<file path="config.mk">
export PLATFORM = sky130hd
export DESIGN_NAME = aperture_find_or_insert_table
export DESIGN_NICKNAME = d
export VERILOG_FILES = /design/src/rtl/apft_pkg.sv /design/src/rtl/apft_store.sv /design/src/rtl/apft_match.sv /design/src/rtl/aperture_find_or_insert_table.sv
export SDC_FILE = /design/constraint.sdc
export NUM_CORES = 2
export LEC_CHECK = 0
export ABC_AREA = 0
export BUFFER_PORTS_ARGS = -buffer_cell sky130_fd_sc_hd__buf_2
export CAP_MARGIN = 40
export CORE_UTILIZATION = 27
export CTS_CLUSTER_SIZE = 20
export DETAILED_ROUTE_END_ITERATION = 12
export SLEW_MARGIN = 10
export SYNTH_ARGS = -nofsm -noshare
export SYNTH_HDL_FRONTEND = slang
export SYNTH_SLANG_ARGS = --single-unit
</file>
<file path="constraint.sdc">
create_clock -name i_clk -period 4.6 [get_ports i_clk]
set_clock_uncertainty 0.05 [all_clocks]
set_input_delay 0.23 -clock i_clk [delete_from_list [all_inputs] [get_ports i_clk]]
set_output_delay 0.23 -clock i_clk [all_outputs]
set_load 0.05 [all_outputs]
</file>
<file path="src/rtl/apft_pkg.sv">
// Package for the aperture find-or-insert table.
// Holds field widths, the entry type, status codes, sequencer states and control struct.
// Depends on nothing.
package apft_pkg;

    localparam int WIDTH_W  = 31;
    localparam int SHAPE_W  = 3;
    localparam int CODE_W   = 11;
    localparam int STATUS_W = 2;

    typedef struct packed {
        logic [WIDTH_W-1:0] width;
        logic [SHAPE_W-1:0] shape;
    } t_entry;

    typedef enum logic [STATUS_W-1:0] {
        ST_FOUND = 2'd0,
        ST_ADDED = 2'd1,
        ST_ZERO  = 2'd2,
        ST_FULL  = 2'd3
    } t_status;

    typedef enum logic [1:0] {
        S_IDLE,
        S_SCAN,
        S_INSERT
    } t_state;

    // Control from the sequencer to the entry store.
    typedef struct packed {
        logic rd_en;
        logic wr_en;
    } t_store_ctrl;

endpackage

</file>
<file path="src/rtl/apft_store.sv">
// Entry store of the aperture table: one write port and one registered read port.
// Depends on apft_pkg.
module apft_store #(
    parameter int DEPTH = 64,
    parameter int AW    = 6
) (
    input  logic                 i_clk,
    input  apft_pkg::t_store_ctrl i_ctrl,
    input  logic [AW-1:0]        i_wr_addr,
    input  apft_pkg::t_entry     i_wr_data,
    input  logic [AW-1:0]        i_rd_addr,
    output apft_pkg::t_entry     o_rd_data
);

    apft_pkg::t_entry r_mem [DEPTH];
    apft_pkg::t_entry r_rd_data;

    always_ff @(posedge i_clk) begin
        if (i_ctrl.wr_en) begin
            r_mem[i_wr_addr] <= i_wr_data;
        end
    end

    always_ff @(posedge i_clk) begin
        if (i_ctrl.rd_en) begin
            r_rd_data <= r_mem[i_rd_addr];
        end
    end

    assign o_rd_data = r_rd_data;

endmodule

</file>
<file path="src/rtl/apft_match.sv">
// Shared compare unit: tests one stored entry against the pending request.
// Depends on apft_pkg.
module apft_match (
    input  apft_pkg::t_entry i_stored,
    input  apft_pkg::t_entry i_req,
    output logic             o_hit
);

    assign o_hit = (i_stored.width == i_req.width) && (i_stored.shape == i_req.shape);

endmodule

</file>
<file path="src/rtl/aperture_find_or_insert_table.sv">
// Top level of the aperture find-or-insert table.
// Holds the sequencer and instantiates apft_store and apft_match; depends on apft_pkg.
//
// A request (width, shape) is transferred at a rising edge where start is high and
// busy is low. Exactly one result follows, shown on o_status and o_code for one cycle
// with o_valid high; the receiver cannot hold it off, so it must take it then. A zero
// width answers in the cycle after the transfer with status "zero width" and code 0,
// and the block stays ready. Otherwise the stored entries are walked in insertion
// order through one registered memory read port and one compare unit, one entry per
// cycle. A hit ends the walk; a miss over all stored entries ends in "table full",
// or else the pair is appended through the memory write in the insert state. With an
// empty table the walk is skipped and the pair goes straight to the insert state.
// The block can take the next request in the cycle that shows the result. A new
// code is CODE_BASE plus the entry index.
// Reset empties the table at once; no clearing pass is needed.
module aperture_find_or_insert_table #(
    parameter int TABLE_DEPTH = 64,
    parameter int CODE_BASE   = 10
) (
    input  logic                         i_clk,
    input  logic                         i_rst_n,
    input  logic                         start,
    output logic                         busy,
    input  logic [apft_pkg::WIDTH_W-1:0] i_req_width,
    input  logic [apft_pkg::SHAPE_W-1:0] i_req_shape,
    output logic                         o_valid,
    output logic [apft_pkg::STATUS_W-1:0] o_status,
    output logic [apft_pkg::CODE_W-1:0]  o_code
);

    // Index width for the entry store and count width that can hold TABLE_DEPTH.
    localparam int IW = (TABLE_DEPTH > 1) ? $clog2(TABLE_DEPTH) : 1;
    localparam int CW = $clog2(TABLE_DEPTH + 1);

    apft_pkg::t_state  r_state, n_state;
    logic [CW-1:0]     r_count, n_count;
    logic [IW-1:0]     r_rd_idx, n_rd_idx;
    logic [IW-1:0]     r_cmp_idx, n_cmp_idx;
    logic              r_cmp_valid, n_cmp_valid;
    logic              r_cmp_last, n_cmp_last;
    apft_pkg::t_entry  r_req, n_req;
    logic              r_valid, n_valid;
    apft_pkg::t_status r_status, n_status;
    logic [apft_pkg::CODE_W-1:0] r_code, n_code;

    apft_pkg::t_store_ctrl store_ctrl;
    apft_pkg::t_entry      rd_data;
    logic                  hit;
    logic                  accept;
    logic                  table_full;

    apft_store #(
        .DEPTH (TABLE_DEPTH),
        .AW    (IW)
    ) u_store (
        .i_clk     (i_clk),
        .i_ctrl    (store_ctrl),
        .i_wr_addr (r_count[IW-1:0]),
        .i_wr_data (r_req),
        .i_rd_addr (r_rd_idx),
        .o_rd_data (rd_data)
    );

    apft_match u_match (
        .i_stored (rd_data),
        .i_req    (r_req),
        .o_hit    (hit)
    );

    assign busy       = (r_state != apft_pkg::S_IDLE);
    assign accept     = start && !busy;
    assign table_full = (r_count == CW'(TABLE_DEPTH));

    // The state, fill count and valid flags take reset; the scan indices, the request and the result payload do not.
    always_ff @(posedge i_clk) begin
        if (!i_rst_n) begin
            r_state     <= apft_pkg::S_IDLE;
            r_count     <= '0;
            r_cmp_valid <= 1'b0;
            r_valid     <= 1'b0;
        end else begin
            r_state     <= n_state;
            r_count     <= n_count;
            r_cmp_valid <= n_cmp_valid;
            r_valid     <= n_valid;
        end
    end

    always_ff @(posedge i_clk) begin
        r_rd_idx   <= n_rd_idx;
        r_cmp_idx  <= n_cmp_idx;
        r_cmp_last <= n_cmp_last;
        r_req      <= n_req;
        r_status   <= n_status;
        r_code     <= n_code;
    end

    always_comb begin
        n_state     = r_state;
        n_count     = r_count;
        n_rd_idx    = r_rd_idx;
        n_cmp_idx   = r_cmp_idx;
        n_cmp_valid = r_cmp_valid;
        n_cmp_last  = r_cmp_last;
        n_req       = r_req;
        n_valid     = 1'b0;
        n_status    = r_status;
        n_code      = r_code;
        store_ctrl  = '0;

        case (r_state)
            apft_pkg::S_IDLE: begin
                if (accept) begin
                    n_req.width = i_req_width;
                    n_req.shape = i_req_shape;
                    n_rd_idx    = '0;
                    n_cmp_valid = 1'b0;
                    if (i_req_width == '0) begin
                        // Rejected at once; the table is left alone.
                        n_valid  = 1'b1;
                        n_status = apft_pkg::ST_ZERO;
                        n_code   = '0;
                    end else if (r_count == '0) begin
                        n_state = apft_pkg::S_INSERT;
                    end else begin
                        n_state = apft_pkg::S_SCAN;
                    end
                end
            end

            apft_pkg::S_SCAN: begin
                // The read of r_rd_idx is issued while the data of the previous
                // index, now registered, goes through the compare unit.
                store_ctrl.rd_en = 1'b1;
                if (r_cmp_valid && hit) begin
                    n_valid  = 1'b1;
                    n_status = apft_pkg::ST_FOUND;
                    n_code   = apft_pkg::CODE_W'(CODE_BASE)
                             + apft_pkg::CODE_W'(r_cmp_idx);
                    n_state  = apft_pkg::S_IDLE;
                end else if (r_cmp_valid && r_cmp_last) begin
                    if (table_full) begin
                        n_valid  = 1'b1;
                        n_status = apft_pkg::ST_FULL;
                        n_code   = '0;
                        n_state  = apft_pkg::S_IDLE;
                    end else begin
                        n_state = apft_pkg::S_INSERT;
                    end
                end else begin
                    n_cmp_valid = 1'b1;
                    n_cmp_idx   = r_rd_idx;
                    n_cmp_last  = ((CW'(r_rd_idx) + CW'(1)) == r_count);
                    if (!n_cmp_last) begin
                        n_rd_idx = r_rd_idx + IW'(1);
                    end
                end
            end

            apft_pkg::S_INSERT: begin
                store_ctrl.wr_en = 1'b1;
                n_count  = r_count + CW'(1);
                n_valid  = 1'b1;
                n_status = apft_pkg::ST_ADDED;
                n_code   = apft_pkg::CODE_W'(CODE_BASE) + apft_pkg::CODE_W'(r_count);
                n_state  = apft_pkg::S_IDLE;
            end

            default: begin
                n_state = apft_pkg::S_IDLE;
            end
        endcase
    end

    assign o_valid  = r_valid;
    assign o_status = r_status;
    assign o_code   = r_code;

    // A result is only given while the sequencer is idle.
    a_valid_idle: assert property (@(posedge i_clk) disable iff (!i_rst_n)
        o_valid |-> !busy)
        else $error("result strobe while busy");

    // A zero width request answers in the next cycle with the rejection status.
    a_zero_next: assert property (@(posedge i_clk) disable iff (!i_rst_n)
        (start && !busy && i_req_width == '0) |=>
            (o_valid && o_status == apft_pkg::ST_ZERO && o_code == '0))
        else $error("zero width request not rejected at once");

    // The fill count never passes the table depth.
    a_count_bound: assert property (@(posedge i_clk) disable iff (!i_rst_n)
        r_count <= CW'(TABLE_DEPTH))
        else $error("entry count beyond table depth");

    // A table-full answer carries no code, and the count did not move.
    a_full_code: assert property (@(posedge i_clk) disable iff (!i_rst_n)
        (o_valid && o_status == apft_pkg::ST_FULL) |->
            (o_code == '0 && r_count == CW'(TABLE_DEPTH) && $stable(r_count)))
        else $error("table full result inconsistent");

endmodule

</file>
# After elaboration in Yosys (flattened, before gate mapping)
# Memories as Yosys holds them, arrays and structs flattened. A register that Yosys moved wholly into a read port is not among the register bits.
# Cells that the tools add are included.
# op_classes
addsub	5
n_eq_ne	14
muxes	38
bitwise_logic	2
reduce_logical	17
# ops
cell	n
11-bit two-way mux	5
11-bit one-hot mux with 3 select lines	1
31-bit equality test	1
31-bit zero test	1
6-bit two-way mux	4
2-bit two-way mux	11
1-bit two-way mux	12
2-bit inequality test (second input constant)	6
6-bit one-hot mux with 2 select lines	1
5-bit AND reduction	2
4-bit by 7-bit adder with 8-bit output (first input constant)	1
4-bit by 6-bit adder with 7-bit output (first input constant)	1
6-bit by 1-bit adder with 7-bit output (second input constant)	1
7-bit by 1-bit adder with 7-bit output (second input constant)	1
7-bit equality test	1
7-bit equality test (second input constant)	1
7-bit zero test	1
6-bit by 1-bit adder with 6-bit output (second input constant)	1
3-bit inequality test (second input constant)	2
2-bit one-hot mux with 3 select lines	1
3-bit AND reduction	2
1-bit logical AND	4
2-bit one-hot mux with 2 select lines	1
4-bit AND reduction	1
other kinds (11)	13
# word_totals
regBits	71
ram_bits	2176
memories	1
# mem_list
memory	depth	word_bits	read_ports	rd_clocked_by_memory_dff	write_ports	line	rtl
u_store.r_mem	64	34	1	1	1	apft_store.sv:15	apft_pkg::t_entry r_mem [DEPTH];

# Logic depth before layout (Yosys ltp)
# depth
ltp_word	6
mapped_depth	9

# Cells and area by module
# A second synthesis with hierarchy kept.
# hier_totals
cells_unflattened	4006
area_unflattened_um2	87430.1
# by_module_without_submodules
module	instances	cells_each	area_per_inst_um2
apft_store	1	3744	84114.4
aperture_find_or_insert_table	1	216	2941.6
apft_match	1	46	374.1

# Least setup slack after synthesis
# Ideal clock, no wire load.
# synth_path
kind	reg2reg
startpoint	register r_state[0]
endpoint	memory u_store.r_mem[39][0] in the netlist's numbering (enable)
setup_ps	475
arrival_ps	4250
required_ps	4075
setup_slack_ps	-174
path_stages_with_launch	9
path_buffers	1
period_less_slack_ps	4774
cell_sequence	dfxtp_1 inv_1 ha_1 clkbuf_1 inv_1 nor2_1 nand2_1 or2_2 nor3b_1
# synth_between
elab_chain_cells	4
# synth_lines
item	line	rtl
from (decl)	aperture_find_or_insert_table.sv:35	apft_pkg::t_state r_state, n_state;
from (signal assigned)	aperture_find_or_insert_table.sv:77	r_state <= apft_pkg::S_IDLE;
from (signal assigned)	aperture_find_or_insert_table.sv:82	r_state <= n_state;
2-bit equality test	aperture_find_or_insert_table.sv:111	case (r_state)
1-bit two-way mux	aperture_find_or_insert_table.sv:111	
1-bit two-way mux	apft_store.sv:19	if (i_ctrl.wr_en) begin
1-bit two-way mux (implied by the code)	apft_store.sv:20	r_mem[i_wr_addr] <= i_wr_data;
to (decl)	apft_store.sv:15	
# No other way between the ends.

==> out/qor.txt <==
global-route wire length before repair -> 308200 um
Core Region -> 320900 um^2
Crit Path Category -> register to register
setup ws final -> 0.9016 ns
Port Buf Inserts -> 48
Initial Utilization -> 27.11%
GRT overflow -> 0
combinational share of power -> 21.4%
# setup viols final -> 0
DRC viols -> 0
WP data required -> 5.09 ns
CP arrival -> 4.19 ns
Chip Width -> 569.7 um
root buf cell -> clkbuf_16
Area Growth Syn to Fin -> 16.60%
top post-synthesis cells by count -> edfxtp_1, mux4_2, clkbuf_1
# rows -> 208
DRT antenna net count -> 0
Die ar. -> 324500 um^2
final hold violations -> 0
first drt pass iteration count -> 6
critical path startpoint category -> register
DR WL/cell -> 26.24 um
sequential group share of total power -> 45.7%
later-pin clock latency in the skew report -> 0.83 ns
FFs w/ async S/R, synth -> 0%
YS warnings -> 0
Synth Register Bits -> 2278
post-synth cell types -> 45
CP endpoint kind -> register
Die H -> 569.7 um
CTS tree -> done
max-cap violations -> 0
IO Pins -> 52
GRT Overall Usage -> 13.28%
status -> finished clean
Yosys top cell area share -> 78.25%
Detail Placement HPWL -> 116900 um
cell with the most instances after synthesis -> edfxtp_1
syn avg cell area -> 24.41 um^2
Static Leak -> 30.32 nW
Int Power -> 38.91 mW
initial antenna violation count -> 11
clock network fraction of total power -> 32.8%
Tot Pwr -> 53.45 mW
max-slew violations -> 0
Post-CTS Setup Bufs -> 0
RSZ-0062 raised after global routing -> no
Longest Clk Path Bufs -> 3
layout cells sized above 1 -> 32.08%
Slew headroom -> 21.14%
leading area contributor after synthesis -> edfxtp_1
vias in the first global route -> 40.79k
total CTS buffers -> 210
synthesized instance count -> 3564
top post-synthesis cells by area -> edfxtp_1, mux4_2, a22oi_1, clkbuf_1, xnor2_1
clock slew at reported path FFs -> 0.07 ns
Place WS -> 0.8851 ns
Pwr per Cell Area -> 526.9 nW/um^2
fmax -> 270.4 MHz
vias per cell -> 4.806
switching share of power -> 27.21%
Slew @ Worst Pin -> 1.183 ns
Max FO, Critical Path -> 66
ys flop type -> edfxtp_1
layout net count -> 3902
worst min path class -> input port to register
sequential element share of the synthesized area -> 78.50%
Setup Total Neg Slack -> 0 ns
mapped cell area -> 87000 um^2
largest net degree at the start of global routing -> 90
P_sw -> 14.54 mW
Final min period -> 3.698 ns
H-tree levels -> 4
Final period util -> 80.40%
Util after Layout -> 31.61%
Final GP Congestion -> 0.8237
Post-synth EDFFs -> 2267
Sink Count -> 2278
DRT Wirelength -> 218800 um
DR vias -> 40.07k
R2R Setup Slk -> 0.90 ns
initial DRC count -> 5071
Peak VDD IR -> 0.4114 mV
==> registers in the layout, indices dropped and copies added (netlist names), 2 cells and up <==
register,count
r_count,7
r_rd_idx,6
u_store.o_rd_data,34
r_state,2
r_req,34
o_status,2
r_cmp_idx,6
o_code,8
u_store.r_mem,2176
==> layout make-up <==
type                            count  area, um^2
Antenna cell                        6       15.01
Clock buffer                      257        5545
Clock inverter                    130        1329
Fill cell                       30030      219400
Inverter                            8       30.03
Multi-Input combinational cell   1087       18340
Sequential cell                  2278       68300
Tap cell                         4305        5386
Timing Repair Buffer              268        2504
==> cells in the final DEF, fill, tap and decap left out, types with 43 or more instances in the layout <==
cell type	count
clkinv_1	46
mux4_2	680
nand2_1	61
nor2_4	61
clkbuf_16	213
edfxtp_1	2267
xnor2_1	43
buf_4	140
buf_2	48
a22oi_1	69
==> power groups by stage <==
| stage | combinational, mW | clock, mW | sequential, mW |
|---|---|---|---|
| after floorplan | 6.48 | 0 | 25.4 |
| after global placement | 11.3 | 0 | 24.9 |
| after detailed placement | 11.6 | 0 | 24.9 |
| after CTS | 11.6 | 17.8 | 24.4 |
| after global routing | 12.0 | 18.6 | 24.5 |
| final | 11.4 | 17.6 | 24.5 |
==> layer usage <==
metal	part of all wire (%)	vias up	wire length (um)	global-route usage (%)
met5	0	-	0	0
met4	2.7	0	5991	4.124
li1	-	16000	-	-
met2	49	1671	107900	21.94
met1	41	22100	88920	17.88
met3	7.3	302	16040	2.184
==> logic make-up (layout without fill, tap and decap cells) <==
logic type / after synthesis / in the layout / synth area share (%)
adders and majority gates: 12 / 12 / 0.1726
DFF: 2278 / 2278 / 78.50
other: 1 / 9 / 0.004310
muxes: 682 / 682 / 17.63
xor gates and xnor gates: 53 / 53 / 0.5335
AOI/OAI and AO/OA: 100 / 100 / 0.8327
and+or+nand+nor: 237 / 237 / 1.316
buffers and inverters: 201 / 663 / 1.017
==> worst max-delay path: stages (launching register included) <==
cell      delay (ns)
edfxtp_1        0.45
buf_12          0.27
buf_12          0.46
mux4_2          0.60
mux4_2          0.60
a22oi_1         0.77
nand2_1         0.12
==> path summary, 6_finish.rpt <==
check / from / to / cells past startpoint
setup / recovery: r_rd_idx[0] / u_store.o_rd_data[29] / 6
hold / removal: i_req_width[16] / r_req[19] / 2
setup reg to reg: r_rd_idx[0] / u_store.o_rd_data[29] / 6
hold reg to reg: r_state[0] / r_state[0] / 2
==> stage by stage <==
stage,hold slack [ns],area [um^2],instances
finish,0.08958,101400,8339
global route,0.06848,101400,8334
CTS,0.01084,101400,8330
detailed placement,0.3671,94170,7907
global placement,0.3624,93990,7897
floorplan,0.2789,87020,3566
==> repair_timing <==
| action | 4_1_cts | 5_1_grt |
|---|---|---|
| hold buffers | 36 | 0 |
| gates resized for setup | 0 | 0 |
| hold endpoints to repair | 62 | 0 |
Power figures use the tool's default switching activity.
